**src/hdl/dapid_pkg.sv**
```systemverilog
package dapid_pkg;

    // Field widths
    localparam int TIME_W   = 32;
    localparam int ANGLE_W  = 16;
    localparam int GAIN_W   = 16;
    localparam int BAND_W   = 15;
    localparam int PULSE_W  = 11;
    localparam int ERR_W    = 16;
    localparam int ACC_W    = 24;
    localparam int SPEED_W  = 10;

    // Loop constants
    localparam logic [TIME_W-1:0]  MIN_PERIOD_MS = 32'd10;
    localparam int                 SPEED_LIMIT   = 500;
    localparam logic [PULSE_W-1:0] PULSE_STOP    = 11'd1500;
    localparam int                 ANGLE_HALF    = 23040;
    localparam int                 ANGLE_FULL    = 46080;
    localparam int                 ACC_LIMIT     = 6553600;

    // Configuration register indexes
    localparam logic [2:0] REG_GAIN_P    = 3'd0;
    localparam logic [2:0] REG_GAIN_I    = 3'd1;
    localparam logic [2:0] REG_GAIN_D    = 3'd2;
    localparam logic [2:0] REG_DEAD_BAND = 3'd3;
    localparam logic [2:0] REG_FLOOR     = 3'd4;
    localparam logic [2:0] REG_CEILING   = 3'd5;
    localparam logic [2:0] REG_ENABLE    = 3'd6;
    localparam logic [2:0] REG_SENSOR_OK = 3'd7;

    // Command from the sequencer to one channel
    typedef struct packed {
        logic start;
        logic run;
        logic clear;
    } chan_cmd_t;

endpackage

```
**src/hdl/dapid_chan.sv**
```systemverilog
module dapid_chan import dapid_pkg::*;
(
    input  logic                      clk,
    input  logic                      rst_n,
    input  chan_cmd_t                 cmd,
    input  logic signed [ERR_W-1:0]   err,
    input  logic [TIME_W-1:0]         dt,
    input  logic [GAIN_W-1:0]         gain_p,
    input  logic [GAIN_W-1:0]         gain_i,
    input  logic [GAIN_W-1:0]         gain_d,
    output logic                      busy,
    output logic signed [SPEED_W-1:0] speed
);

    localparam logic [2:0] P_IDLE = 3'd0;
    localparam logic [2:0] P_MUL  = 3'd1;
    localparam logic [2:0] P_DIV  = 3'd2;
    localparam logic [2:0] P_ACC  = 3'd3;
    localparam logic [2:0] P_MAC  = 3'd4;
    localparam logic [2:0] P_FIN  = 3'd5;

    logic [2:0]                phase_reg;
    logic [5:0]                cnt_reg;
    logic signed [ERR_W-1:0]   err_reg;
    logic signed [ERR_W-1:0]   last_reg;
    logic signed [ACC_W-1:0]   acc_reg;
    logic [TIME_W-1:0]         dts_reg;
    logic [52:0]               prod_reg;
    logic [6:0]                rem_reg;
    logic [25:0]               dnum_reg;
    logic [TIME_W-1:0]         drem_reg;
    logic                      dneg_reg;
    logic [GAIN_W-1:0]         gp_reg;
    logic [GAIN_W-1:0]         gi_reg;
    logic [GAIN_W-1:0]         gd_reg;
    logic signed [39:0]        hi_reg;
    logic [15:0]               lo_reg;
    logic signed [SPEED_W-1:0] speed_reg;

    logic [15:0]         emag;
    logic [16:0]         mul_sum;
    logic [47:0]         mul_next;
    logic [7:0]          div_t;
    logic                div_ge;
    logic [6:0]          div_r;
    logic [32:0]         dd_t;
    logic                dd_ge;
    logic [31:0]         dd_r;
    logic signed [16:0]  diff;
    logic [16:0]         dmag;
    logic [25:0]         dnum_init;
    logic                q_big;
    logic [26:0]         qc;
    logic signed [26:0]  qs;
    logic signed [26:0]  a_sum;
    logic signed [ACC_W-1:0] acc_new;
    logic signed [24:0]  e25;
    logic signed [26:0]  d27;
    logic signed [35:0]  d36;
    logic signed [39:0]  add_e;
    logic signed [39:0]  add_a;
    logic signed [39:0]  add_d;
    logic signed [39:0]  mac_s;
    logic signed [31:0]  q_floor;
    logic signed [31:0]  q_trunc;
    logic signed [SPEED_W-1:0] speed_next;

    // Shift-add step of |err| * dt, one bit of dt per cycle
    assign emag     = err_reg[15] ? 16'(-err_reg) : 16'(err_reg);
    assign mul_sum  = {1'b0, prod_reg[47:32]} + (dts_reg[0] ? {1'b0, emag} : 17'd0);
    assign mul_next = {mul_sum, prod_reg[31:1]};

    // Restoring division by 125, one quotient bit per cycle
    assign div_t  = {rem_reg, prod_reg[52]};
    assign div_ge = (div_t >= 8'd125);
    assign div_r  = div_ge ? 7'(div_t - 8'd125) : div_t[6:0];

    // Restoring division of the scaled error change by dt
    assign dd_t  = {drem_reg, dnum_reg[25]};
    assign dd_ge = (dd_t >= {1'b0, dt});
    assign dd_r  = dd_ge ? 32'(dd_t - {1'b0, dt}) : dd_t[31:0];

    // Error change against the last error that ran the loop
    assign diff      = 17'(signed'({err[15], err}) - signed'({last_reg[15], last_reg}));
    assign dmag      = diff[16] ? 17'(-diff) : 17'(diff);
    assign dnum_init = 26'({9'd0, dmag} * 26'd1000);

    // Integral update with saturation
    assign q_big   = |prod_reg[52:24];
    assign qc      = q_big ? 27'h1000000 : {3'd0, prod_reg[23:0]};
    assign qs      = err_reg[15] ? 27'(-signed'(qc)) : signed'(qc);
    assign a_sum   = 27'({{3{acc_reg[23]}}, acc_reg}) + qs;
    always_comb
    begin
        priority if (a_sum > 27'sd6553600)
            acc_new = 24'(ACC_LIMIT);
        else if (a_sum < -27'sd6553600)
            acc_new = 24'(-ACC_LIMIT);
        else
            acc_new = a_sum[23:0];
    end

    // Combined shift-add of the three gains, one gain bit per cycle
    assign e25   = {err_reg, 9'd0};
    assign d27   = dneg_reg ? 27'(-signed'({1'b0, dnum_reg})) : signed'({1'b0, dnum_reg});
    assign d36   = {d27, 9'd0};
    assign add_e = gp_reg[0] ? {{15{e25[24]}}, e25} : 40'sd0;
    assign add_a = gi_reg[0] ? {{16{acc_reg[23]}}, acc_reg} : 40'sd0;
    assign add_d = gd_reg[0] ? {{4{d36[35]}}, d36} : 40'sd0;
    assign mac_s = hi_reg + add_e + add_a + add_d;

    // Divide by 2^24 toward zero and limit the speed
    assign q_floor = hi_reg[39:8];
    assign q_trunc = q_floor + ((hi_reg[39] && ((|hi_reg[7:0]) || (|lo_reg))) ? 32'sd1 : 32'sd0);
    always_comb
    begin
        priority if (q_trunc > 32'(SPEED_LIMIT))
            speed_next = 10'(SPEED_LIMIT);
        else if (q_trunc < 32'(-SPEED_LIMIT))
            speed_next = 10'(-SPEED_LIMIT);
        else
            speed_next = q_trunc[9:0];
    end

    // Sequencer of one PID step
    always_ff @(posedge clk or negedge rst_n)
    begin
        if (!rst_n)
        begin
            phase_reg <= P_IDLE;
            cnt_reg   <= '0;
            acc_reg   <= '0;
            last_reg  <= '0;
            speed_reg <= '0;
        end
        else
        begin
            unique case (phase_reg)
                P_IDLE:
                begin
                    if (cmd.clear)
                        acc_reg <= '0;
                    if (cmd.start)
                    begin
                        if (cmd.run)
                        begin
                            err_reg   <= err;
                            last_reg  <= err;
                            dts_reg   <= dt;
                            prod_reg  <= '0;
                            dnum_reg  <= dnum_init;
                            drem_reg  <= '0;
                            dneg_reg  <= diff[16];
                            cnt_reg   <= '0;
                            phase_reg <= P_MUL;
                        end
                        else
                        begin
                            acc_reg   <= '0;
                            speed_reg <= '0;
                        end
                    end
                end
                P_MUL:
                begin
                    dts_reg <= dts_reg >> 1;
                    if (cnt_reg < 6'd26)
                    begin
                        drem_reg <= dd_r;
                        dnum_reg <= {dnum_reg[24:0], dd_ge};
                    end
                    if (cnt_reg == 6'd31)
                    begin
                        prod_reg  <= {mul_next[46:0], 6'd0};
                        rem_reg   <= '0;
                        cnt_reg   <= '0;
                        phase_reg <= P_DIV;
                    end
                    else
                    begin
                        prod_reg[47:0] <= mul_next;
                        cnt_reg        <= cnt_reg + 6'd1;
                    end
                end
                P_DIV:
                begin
                    prod_reg <= {prod_reg[51:0], div_ge};
                    rem_reg  <= div_r;
                    cnt_reg  <= cnt_reg + 6'd1;
                    if (cnt_reg == 6'd52)
                        phase_reg <= P_ACC;
                end
                P_ACC:
                begin
                    acc_reg   <= acc_new;
                    gp_reg    <= gain_p;
                    gi_reg    <= gain_i;
                    gd_reg    <= gain_d;
                    hi_reg    <= '0;
                    lo_reg    <= '0;
                    cnt_reg   <= '0;
                    phase_reg <= P_MAC;
                end
                P_MAC:
                begin
                    hi_reg  <= {mac_s[39], mac_s[39:1]};
                    lo_reg  <= {mac_s[0], lo_reg[15:1]};
                    gp_reg  <= gp_reg >> 1;
                    gi_reg  <= gi_reg >> 1;
                    gd_reg  <= gd_reg >> 1;
                    cnt_reg <= cnt_reg + 6'd1;
                    if (cnt_reg == 6'd15)
                        phase_reg <= P_FIN;
                end
                P_FIN:
                begin
                    speed_reg <= speed_next;
                    phase_reg <= P_IDLE;
                end
                default:
                begin
                    phase_reg <= P_IDLE;
                end
            endcase
        end
    end

    assign busy  = (phase_reg != P_IDLE);
    assign speed = speed_reg;

endmodule
```
**config.mk**
```make
export PLATFORM = sky130hd
export DESIGN_NAME = dapid_chan
export DESIGN_NICKNAME = d
export VERILOG_FILES = /design/src/hdl/dapid_pkg.sv /design/src/hdl/dapid_chan.sv
export SDC_FILE = /design/constraint.sdc
export NUM_CORES = 1
export LEC_CHECK = 0
export ABC_AREA = 1
export CELL_PAD_IN_SITES_DETAIL_PLACEMENT = 0
export CELL_PAD_IN_SITES_GLOBAL_PLACEMENT = 2
export CORE_UTILIZATION = 40
export DETAILED_ROUTE_END_ITERATION = 8
export DONT_BUFFER_PORTS = 1
export GPL_ROUTABILITY_DRIVEN = 0
export GPL_TIMING_DRIVEN = 0
export PLACE_DENSITY = 0.84
export SLEW_MARGIN = 20
export SYNTH_ARGS = -nofsm -noshare
export SYNTH_HDL_FRONTEND = slang
export SYNTH_SLANG_ARGS = --single-unit
```
**constraint.sdc**
```tcl
create_clock -name clk -period 13.9 [get_ports clk]
set_clock_uncertainty 0.05 [all_clocks]
set_input_delay 2.78 -clock clk [delete_from_list [all_inputs] [get_ports clk]]
set_output_delay 2.78 -clock clk [all_outputs]
set_load 0.02 [all_outputs]
```
# Word level (Yosys, flattened, before mapping)
# Cells that the tools add are included.
# op_classes
addsub	14
eq_ne	15
order_cmp	7
n_mul	1
mux	56
reduce_logical	26
# ops
op	count
2-to-1 mux 32 bit	6
case mux 53 bit (3 select lines)	1
case mux 16 bit (2 select lines)	4
case mux 32 bit (2 select lines)	2
adder 40 bit	3
2-to-1 mux 24 bit	5
2-to-1 mux 40 bit	3
2-to-1 mux 53 bit	2
case mux 40 bit (2 select lines)	1
2-to-1 mux 26 bit	3
2-to-1 mux 27 bit	2
case mux 26 bit (2 select lines)	1
2-to-1 mux 48 bit	1
case mux 24 bit (2 select lines)	1
2-to-1 mux 10 bit	4
>= comparator 33 x 32 -> 1 bit	1
adder 32 x 2 -> 32 bit	1
greater-than comparator 32 x 10 -> 1 bit, second input constant	1
< comparator 32 x 10 -> 1 bit, second input constant	1
2-to-1 mux 16 bit	2
subtractor 32 bit	1
OR reduction 29 bit	1
adder 27 bit	1
greater-than comparator 27 x 24 -> 1 bit, second input constant	1
other kinds (43)	70
# word_totals
out_inout_bits	11
ff_bits	330

# Longest topological paths before layout
# Gate-level depths: netlist of the first run.
# depth
ltp_word	9
mapped_depth	38

# Least setup slack after synthesis of the first run
# No wires, ideal clock.
# synth_timing
kind	in2reg
start	in err[0]
end	reg dnum_reg[25], data pin
arrival_time_ps	8293
path_slack_ps	5291
stages	27
required_ps	13584
path_buffers	0
path_cell_list	inv_1 ha_1 fa_1 inv_1 nand4_1 o211ai_1 xnor2_1 inv_1 nor3_2 nand3_1 nor3_1 nand3_1 nor3b_1 ha_1 fa_1 fa_1 ha_1 ha_1 nand2_1 nor4_1 nand4_1 nand3_1 a21oi_1 o21bai_1 nand2_1 nand3_1 o21ai_0
# synth_via
elab_chain_cells	7
# synth_lines
item	line_no	text
from (decl)	dapid_chan.sv:6	input logic signed [ERR_W-1:0] err,
subtractor 16 x 16 -> 17 bit (*)	dapid_chan.sv:84	assign diff = 17'(signed'({err[15], err}) - signed'({last_reg[15], last_reg}));
negation 17 bit	dapid_chan.sv:85	assign dmag = diff[16] ? 17'(-diff) : 17'(diff);
2-to-1 mux 17 bit (*)	dapid_chan.sv:85	
multiplier 17 x 7 -> 23 bit (*)	dapid_chan.sv:86	assign dnum_init = 26'({9'd0, dmag} * 26'd1000);
2-to-1 mux 26 bit (*)	dapid_chan.sv:145	if (cmd.run)
2-to-1 mux 26 bit (*)	dapid_chan.sv:143	if (cmd.start)
case mux 26 bit (2 select lines) (*)	dapid_chan.sv:138	unique case (phase_reg)
to (signal assigned)	dapid_chan.sv:151	dnum_reg <= dnum_init;
to (signal assigned)	dapid_chan.sv:170	dnum_reg <= {dnum_reg[24:0], dd_ge};
to (decl)	dapid_chan.sv:30	logic [25:0] dnum_reg;
# Mark *: on every way between the ends. The rest lies on a longest branch, timed or not. The select of a mux whose other input is x is not followed.
# A chain may end at the register's enable or synchronous reset.

# Worst setup path in the final report of the first run
# layout_timing
start	in err[9]
end	reg dnum_reg[25], data pin
# The elaborated chain is that of the path after synthesis.

==> run metrics, run 1 <==
Final Max Tran Viols 0; status complete, no violations; flip-flop count of the largest register, all copies and words added 53; Post-CTS Setup Repair Bufs 0; LEAKAGE 15.0 nW; Compound-Gate Fraction of Synth Area 0.143; highest clock frequency the design can meet 114 MHz; Port Buf Inserts 0; delay of the slowest critical-path stage 0.63 ns; cts bufs inserted 42; worst min-delay path class flop to flop; horizontal extent of the die ~270 µm; clock-pin slew on the worst setup and hold paths 0.06 ns; proportion of synthesized chip area in sequential cells 0.325; maximum fanout count along the critical path 6; classification of the worst setup path primary input to flop; overall via count from detail_route 25700; endpoint kind of the worst setup timing path flop; share of final-layout standard cells stronger than drive strength 1 0.0410; largest cells by area after synthesis sky130_fd_sc_hd__edfxtp_1 (28%), sky130_fd_sc_hd__nand2_1 (12%), sky130_fd_sc_hd__ha_1 (8.3%); main combinational cell family by area after synthesis simple AND/OR/NAND/NOR gates; pre-CTS worst setup slack approximately 4.5 ns; number of warnings reported in the yosys synthesis log 0; hold buffer count at cts 0; crit start category primary input; detailed-routing iteration count for the pre-antenna-repair pass 5; area used by multi-input combinational logic 0.0174 mm²; Routed Antenna Nets 0; maximum buffer depth of the clock tree 3; routed wire length per instance ~18 µm; fraction of post-synthesis cell area in the top cell type by area 0.275; synthesized area per cell about 7.5 µm²; TritonCTS clock tree done; cell accounting for the most synthesized area sky130_fd_sc_hd__edfxtp_1; fraction of the mapped netlist area in simple logic gates 0.247; # H-tree levels 2; shortest period the worst path allows slightly below 9 ns; flop-to-flop setup slack 6.97 ns; number of distinct library cells after synthesis 62; total global routing track utilization 0.240; RSZ-0062 raised after global routing false; number of global-route vias before repair 25000; DR vias/cell around 5.2; Worst-Skew Late Latency 0.58 ns; number of instances resized during post-cts repair 0; post-synthesis adder-cell area fraction 0.159; sum of net half-perimeters after detailed placement 73300 µm; first-pass GRT wire length 141000 µm; fraction of synthesized cell area in xor and xnor cells 0.0403; area of the mapped netlist 0.0295 mm²; core footprint 0.0730 mm²; most common cell type on the critical path sky130_fd_sc_hd__nand2_1; cell with the biggest individual delay on the critical path sky130_fd_sc_hd__mux2i_1; WL final ~90000 µm; clk sink count 329; Max transition margin 0.310; Starting Density 0.404; die height approximately 270 µm; ratio of total power to cell area 112 mW/mm²; Synth Register Bits 329; number of synthesized flops with an enable pin between 200 and 300; cell at the root of the clock tree sky130_fd_sc_hd__clkbuf_16; share of synthesized flip-flops with an asynchronous set or reset 0.179; worst reg2reg path depth 27; worst slew pin tran 1.03 ns; floorplan row count 99; overflow left after global routing 0; number of primary I/O pins 112; DRC violations left 0; top flip-flop cell by instance count after synthesis sky130_fd_sc_hd__edfxtp_1; largest net degree at the start of global routing 62; endpoint of the worst setup timing path dnum_reg[25]; least setup slack across all paths after layout about 5.1 ns; max cap viols 0; total count of hold-check failures in the final report 0; worst voltage drop across the vdd grid between 100 and 150 µV; Worst setup startpoint err[9]; Total Die Area 0.0748 mm²; count of filler cells inserted in the layout 7571; setup-violating endpoint count in the final report 0; count of inserted antenna diode cells 0; total number of nets in the final design roughly 4400; endpoint required time on the critical path 14.14 ns; setup TNS after final layout 0 ns; reg-to-reg critical path startpoint last_reg[9]; register area around 0.0096 mm²; number of antenna violations at the first check in global routing 0; data arrival time at the worst-slack endpoint 9.01 ns; r2r endpoint dnum_reg[25]; Syn Nets 4341; synthesis-to-layout area growth 9.99%; count of mapped cells out of synthesis 3933; drt first-iter violations around 1600; ratio of final minimum period to clock period 0.631; share of cell area taken by muxes after synthesis 0.000340
cells in the final DEF (no fill, tap or decap), drive strengths merged, types with 11 or more instances in the layout:
cell type and count:
nand4 55, o21a 13, xnor2 54, fa 112, ha 195, o22ai 27, dfrtp 59, nand2 929
clkbuf 125, nor4 11, buf 25, a21o 24, nor3 73, xor2 74, edfxtp 270, nand3 171
a31oi 17, a21oi 288, o41ai 12, clkinv 18, o31ai 12, nor2 475, o21ai 292, o21bai 12
inv 569, or2 12, a21boi 27
worst min-delay path by stage:
stage	start	to	slack (ns)	cells after the start
4_1_cts	last_reg[0]	last_reg[0]	0.45	2
3_3_place_gp	last_reg[0]	last_reg[0]	0.43	2
3_5_place_dp	last_reg[0]	last_reg[0]	0.44	2
2_1_floorplan	last_reg[0]	last_reg[0]	0.41	2
5_1_grt	last_reg[0]	last_reg[0]	0.46	2
6_report	last_reg[0]	last_reg[0]	0.44	2
area by class of cell:
| cell class | instances | area share |
|---|---|---|
| buffer | 95 | 0.0122 |
| multi-input combinational | 2942 | 0.537 |
| sequential | 329 | 0.296 |
| clock inverter | 33 | 0.0114 |
| clock buffer | 45 | 0.0334 |
| tap | 959 | 0.0370 |
| timing repair buffer | 10 | 0.00787 |
| inverter | 567 | 0.0657 |
critical path: cells and delay by family:
family	cells	cell delay, ns
adders and majority gates	6	2.51
and+or+nand+nor	14	2.00
AOI/OAI and AO/OA	4	0.61
muxes	1	0.63
xor gates and xnor gates	1	0.51
per-layer routing:
layer	vias to the layer above	GRT usage	part of all wire
met2	394	0.417	0.48
met3	81	0.0199	0.030
met5	-	0	0
li1	13100	-	-
met4	0	0.0425	0.016
met1	12100	0.327	0.47
through the flow:
step | cells | utilization | area, µm² | total power, mW | hold slack, ns
3_5_place_dp | 4902 | 0.424 | 31000 | 2.50 | 0.439
4_1_cts | 4980 | 0.444 | 32400 | 3.67 | 0.449
2_1_floorplan | 3933 | - | 29500 | 2.18 | 0.407
3_3_place_gp | 4892 | 0.420 | 30700 | 2.50 | 0.425
5_1_grt | 4980 | 0.444 | 32400 | 3.89 | 0.458
6_report | 4980 | 0.444 | 32400 | 3.64 | 0.443
Yosys cell counts, drive strengths merged (73+ instances only):
cell type,n
o21ai,292
edfxtp,270
nand3,171
clkbuf,80
nor2,475
nor3,73
inv,565
a21oi,288
ha,195
fa,112
xor2,74
nand2,929
power by group:
group / internal, mW / switching, mW
Sequential: 1.15 / 0.0110
Combinational: 0.509 / 0.812
Clock: 0.684 / 0.474
cell families (layout without fill, tap and decap cells):
| logic type | Yosys count | count (layout) |
|---|---|---|
| AND/OR/NAND/NOR | 1753 | 1753 |
| AO/OA/AOI/OAI | 753 | 753 |
| buffers and inverters | 662 | 750 |
| flip-flops | 329 | 329 |
| adder cells (fa/ha/maj) | 307 | 307 |
| XOR/XNOR | 128 | 128 |
| multiplexers | 1 | 1 |
Power figures use the tool's default switching activity.
==> run 2, diff against run 1 <==
Settings changed: CORE_UTILIZATION 40 to 39, PLACE_DENSITY 0.84 to 0.82.
Clock period 13.9 ns to 8.8 ns, I/O delays scaled along.
==> run 2 against run 1 <==
  * Via count increased by 0.47%
  * Register-to-register slack got worse by 5.1 ns
  * Sequential cell count unchanged
  * Power increased by 56%
  * Hold slack improved by 0.0063 ns
  * Core utilization decreased by 1.0 points
==> run metrics, run 2 (synthesized netlist as in run 1, its figures left out) <==
met2 usage 0.406 (-0.0105); TritonCTS clock tree done; first-pass GRT wire length 145000 µm (+2.7%); least setup slack across all paths after layout 1.10 ns (-4.03 ns); synthesis-to-layout area growth 9.84%; pre-CTS worst setup slack 0.370 ns (-4.09 ns); ratio of total power to cell area 175 mW/mm² (+56%); Final Max Tran Viols 0 (unchanged); cell at the root of the clock tree sky130_fd_sc_hd__clkbuf_16; status complete, no violations; Routed Antenna Nets 0 (unchanged); overall via count from detail_route 25800 (+0.47%); number of primary I/O pins 112 (unchanged); detailed-routing iteration count for the pre-antenna-repair pass 6 (+1); DR vias/cell 5.18 (+0.25%); delay of the slowest critical-path stage 0.68 ns (+0.05 ns); RSZ-0062 raised after global routing false; r2r endpoint dnum_reg[25]; hold buffer count at cts 0 (unchanged); clock-pin slew on the worst setup and hold paths 0.06 ns (about the same); Port Buf Inserts 0 (unchanged); crit start category primary input; Starting Density 0.395 (-0.00874); worst min-delay path class flop to flop; cell with the biggest individual delay on the critical path sky130_fd_sc_hd__mux2i_1; share of final-layout standard cells stronger than drive strength 1 0.0398 (-0.00125); horizontal extent of the die 277 µm (+1.3%); count of inserted antenna diode cells 0 (unchanged); sum of net half-perimeters after detailed placement 74300 µm (+1.4%); most common cell after layout, fill and taps aside sky130_fd_sc_hd__nand2_1; classification of the worst setup path primary input to flop; highest clock frequency the design can meet 130 MHz; endpoint required time on the critical path 9.07 ns (-5.07 ns); overflow left after global routing 0 (unchanged); setup TNS after final layout 0 ns (unchanged); worst slew pin tran 1.03 ns (+0.00203 ns); endpoint kind of the worst setup timing path flop; global-route met1 utilization 0.327 (-0.000361); most common cell type on the critical path sky130_fd_sc_hd__nand2_1; Total Die Area 0.0767 mm² (+2.5%); Post-CTS Setup Repair Bufs 0 (unchanged); utilization after layout 0.434 (-0.0102); PnR Total Power 5.67 mW (+56%); flop-to-flop setup slack 1.85 ns (-5.12 ns); shortest period the worst path allows 7.70 ns; global-route met3 utilization 0.0179 (-0.00203); maximum buffer depth of the clock tree 3 (unchanged); WL final 91500 µm (+1.5%); endpoint of the worst setup timing path dnum_reg[25]; Max transition margin 0.308 (-0.00136); worst reg2reg path depth 27 (unchanged); worst voltage drop across the vdd grid 199 µV (+33%); max cap viols 0 (unchanged); placed inst area 0.0310 mm² (unchanged); most frequent cells in the layout sky130_fd_sc_hd__nand2_1 (911), sky130_fd_sc_hd__inv_1 (557), sky130_fd_sc_hd__nor2_1 (469), sky130_fd_sc_hd__o21ai_0 (286), sky130_fd_sc_hd__a21oi_1 (282); DRC violations left 0 (unchanged); total number of nets in the final design 4396 (+0.023%); drt first-iter violations 1659 (+1.6%); floorplan row count 100 (+1.0%); clk sink count 329 (unchanged); # H-tree levels 2 (unchanged); Worst-Skew Late Latency 0.60 ns (+0.02 ns); flip-flop count of the largest register, all copies and words added 53 (unchanged); die height 277 µm (+1.3%); largest net degree at the start of global routing 62 (unchanged); routed wire length per instance 18.3 µm (+1.3%); number of global-route vias before repair 25600 (+2.2%); reg-to-reg critical path startpoint last_reg[9]; number of antenna violations at the first check in global routing 0 (unchanged); total non-filler cell area in the finished layout 0.0324 mm² (-0.14%); LEAKAGE 15.0 nW (-0.14%); data arrival time at the worst-slack endpoint 7.98 ns (-1.03 ns); core footprint 0.0746 mm² (+2.2%); total count of hold-check failures in the final report 0 (unchanged); ratio of final minimum period to clock period 0.876; maximum fanout count along the critical path 6 (unchanged); cts bufs inserted 43 (+2.4%); total global routing track utilization 0.238 (-0.00203); setup-violating endpoint count in the final report 0 (unchanged); GR peak layer met2; Worst setup startpoint err[9]; number of instances resized during post-cts repair 0 (unchanged)
run 2: cell types whose count changed in the layout (fill, tap and decap cells not counted):
cell / delta
sky130_fd_sc_hd__clkinv_8: -2
sky130_fd_sc_hd__clkinv_1: +2
sky130_fd_sc_hd__inv_16: +2
sky130_fd_sc_hd__bufinv_16: -3
sky130_fd_sc_hd__inv_6: -2
sky130_fd_sc_hd__clkbuf_1: +4
sky130_fd_sc_hd__clkinv_4: -1
sky130_fd_sc_hd__buf_16: -1
sky130_fd_sc_hd__clkinv_16: +1
sky130_fd_sc_hd__clkinvlp_4: -2
sky130_fd_sc_hd__clkbuf_8: +2
sky130_fd_sc_hd__buf_8: +1
run 2: report_power, final:
| part | total, mW | switching (mW) | internal (mW) | leakage (nW) |
|---|---|---|---|---|
| Sequential | 1.83 | 0.0172 | 1.81 | 3.06 |
| Combinational | 2.07 | 1.27 | 0.803 | 11.3 |
| Clock | 1.78 | 0.758 | 1.02 | 0.675 |
| Total | 5.67 | 2.04 | 3.63 | 15.0 |
run 2: worst min-delay path by stage:
stage,slack [ns],endpoint,from,depth (start not counted)
6_report,0.45,last_reg[0],last_reg[0],2
5_1_grt,0.48,gp_reg[9],gp_reg[10],2
4_1_cts,0.45,last_reg[0],last_reg[0],2
3_5_place_dp,0.44,last_reg[0],last_reg[0],2
3_3_place_gp,0.43,last_reg[0],last_reg[0],2
2_1_floorplan,0.41,last_reg[0],last_reg[0],2
run 2: layout make-up:
class / instances / area (µm²)
multi-input cells: 2942 / 17400
inverters: 567 / 2130
plain buffers: 95 / 395
flip-flops and latches: 329 / 9580
repair buffers: 10 / 243
fillers: 7830 / 42200
clock inverters: 28 / 284
well taps: 969 / 1210
clock buffers: 51 / 1130
run 2: through the flow:
stage | cells | hold slack [ns]
after detailed placement | 4912 | 0.440
after global placement | 4902 | 0.425
final | 4991 | 0.449
after global routing | 4991 | 0.482
after CTS | 4991 | 0.453
after floorplan | 3933 | 0.407
run 2: worst max-delay path: cells and delay by family:
family | cells | cell delay [ns]
adder cells (fa/ha/maj) | 6 | 2.50
AND/OR/NAND/NOR | 14 | 1.93
multiplexers | 1 | 0.68
AO/OA/AOI/OAI | 4 | 0.57
XOR/XNOR | 1 | 0.53
run 2: metal layers:
layer,wire (µm),part of all wire,up-vias
met1,43100,0.47,12200
met3,2870,0.031,93
li1,-,-,13100
met5,0,0,-
met2,43700,0.48,441
met4,1920,0.021,0
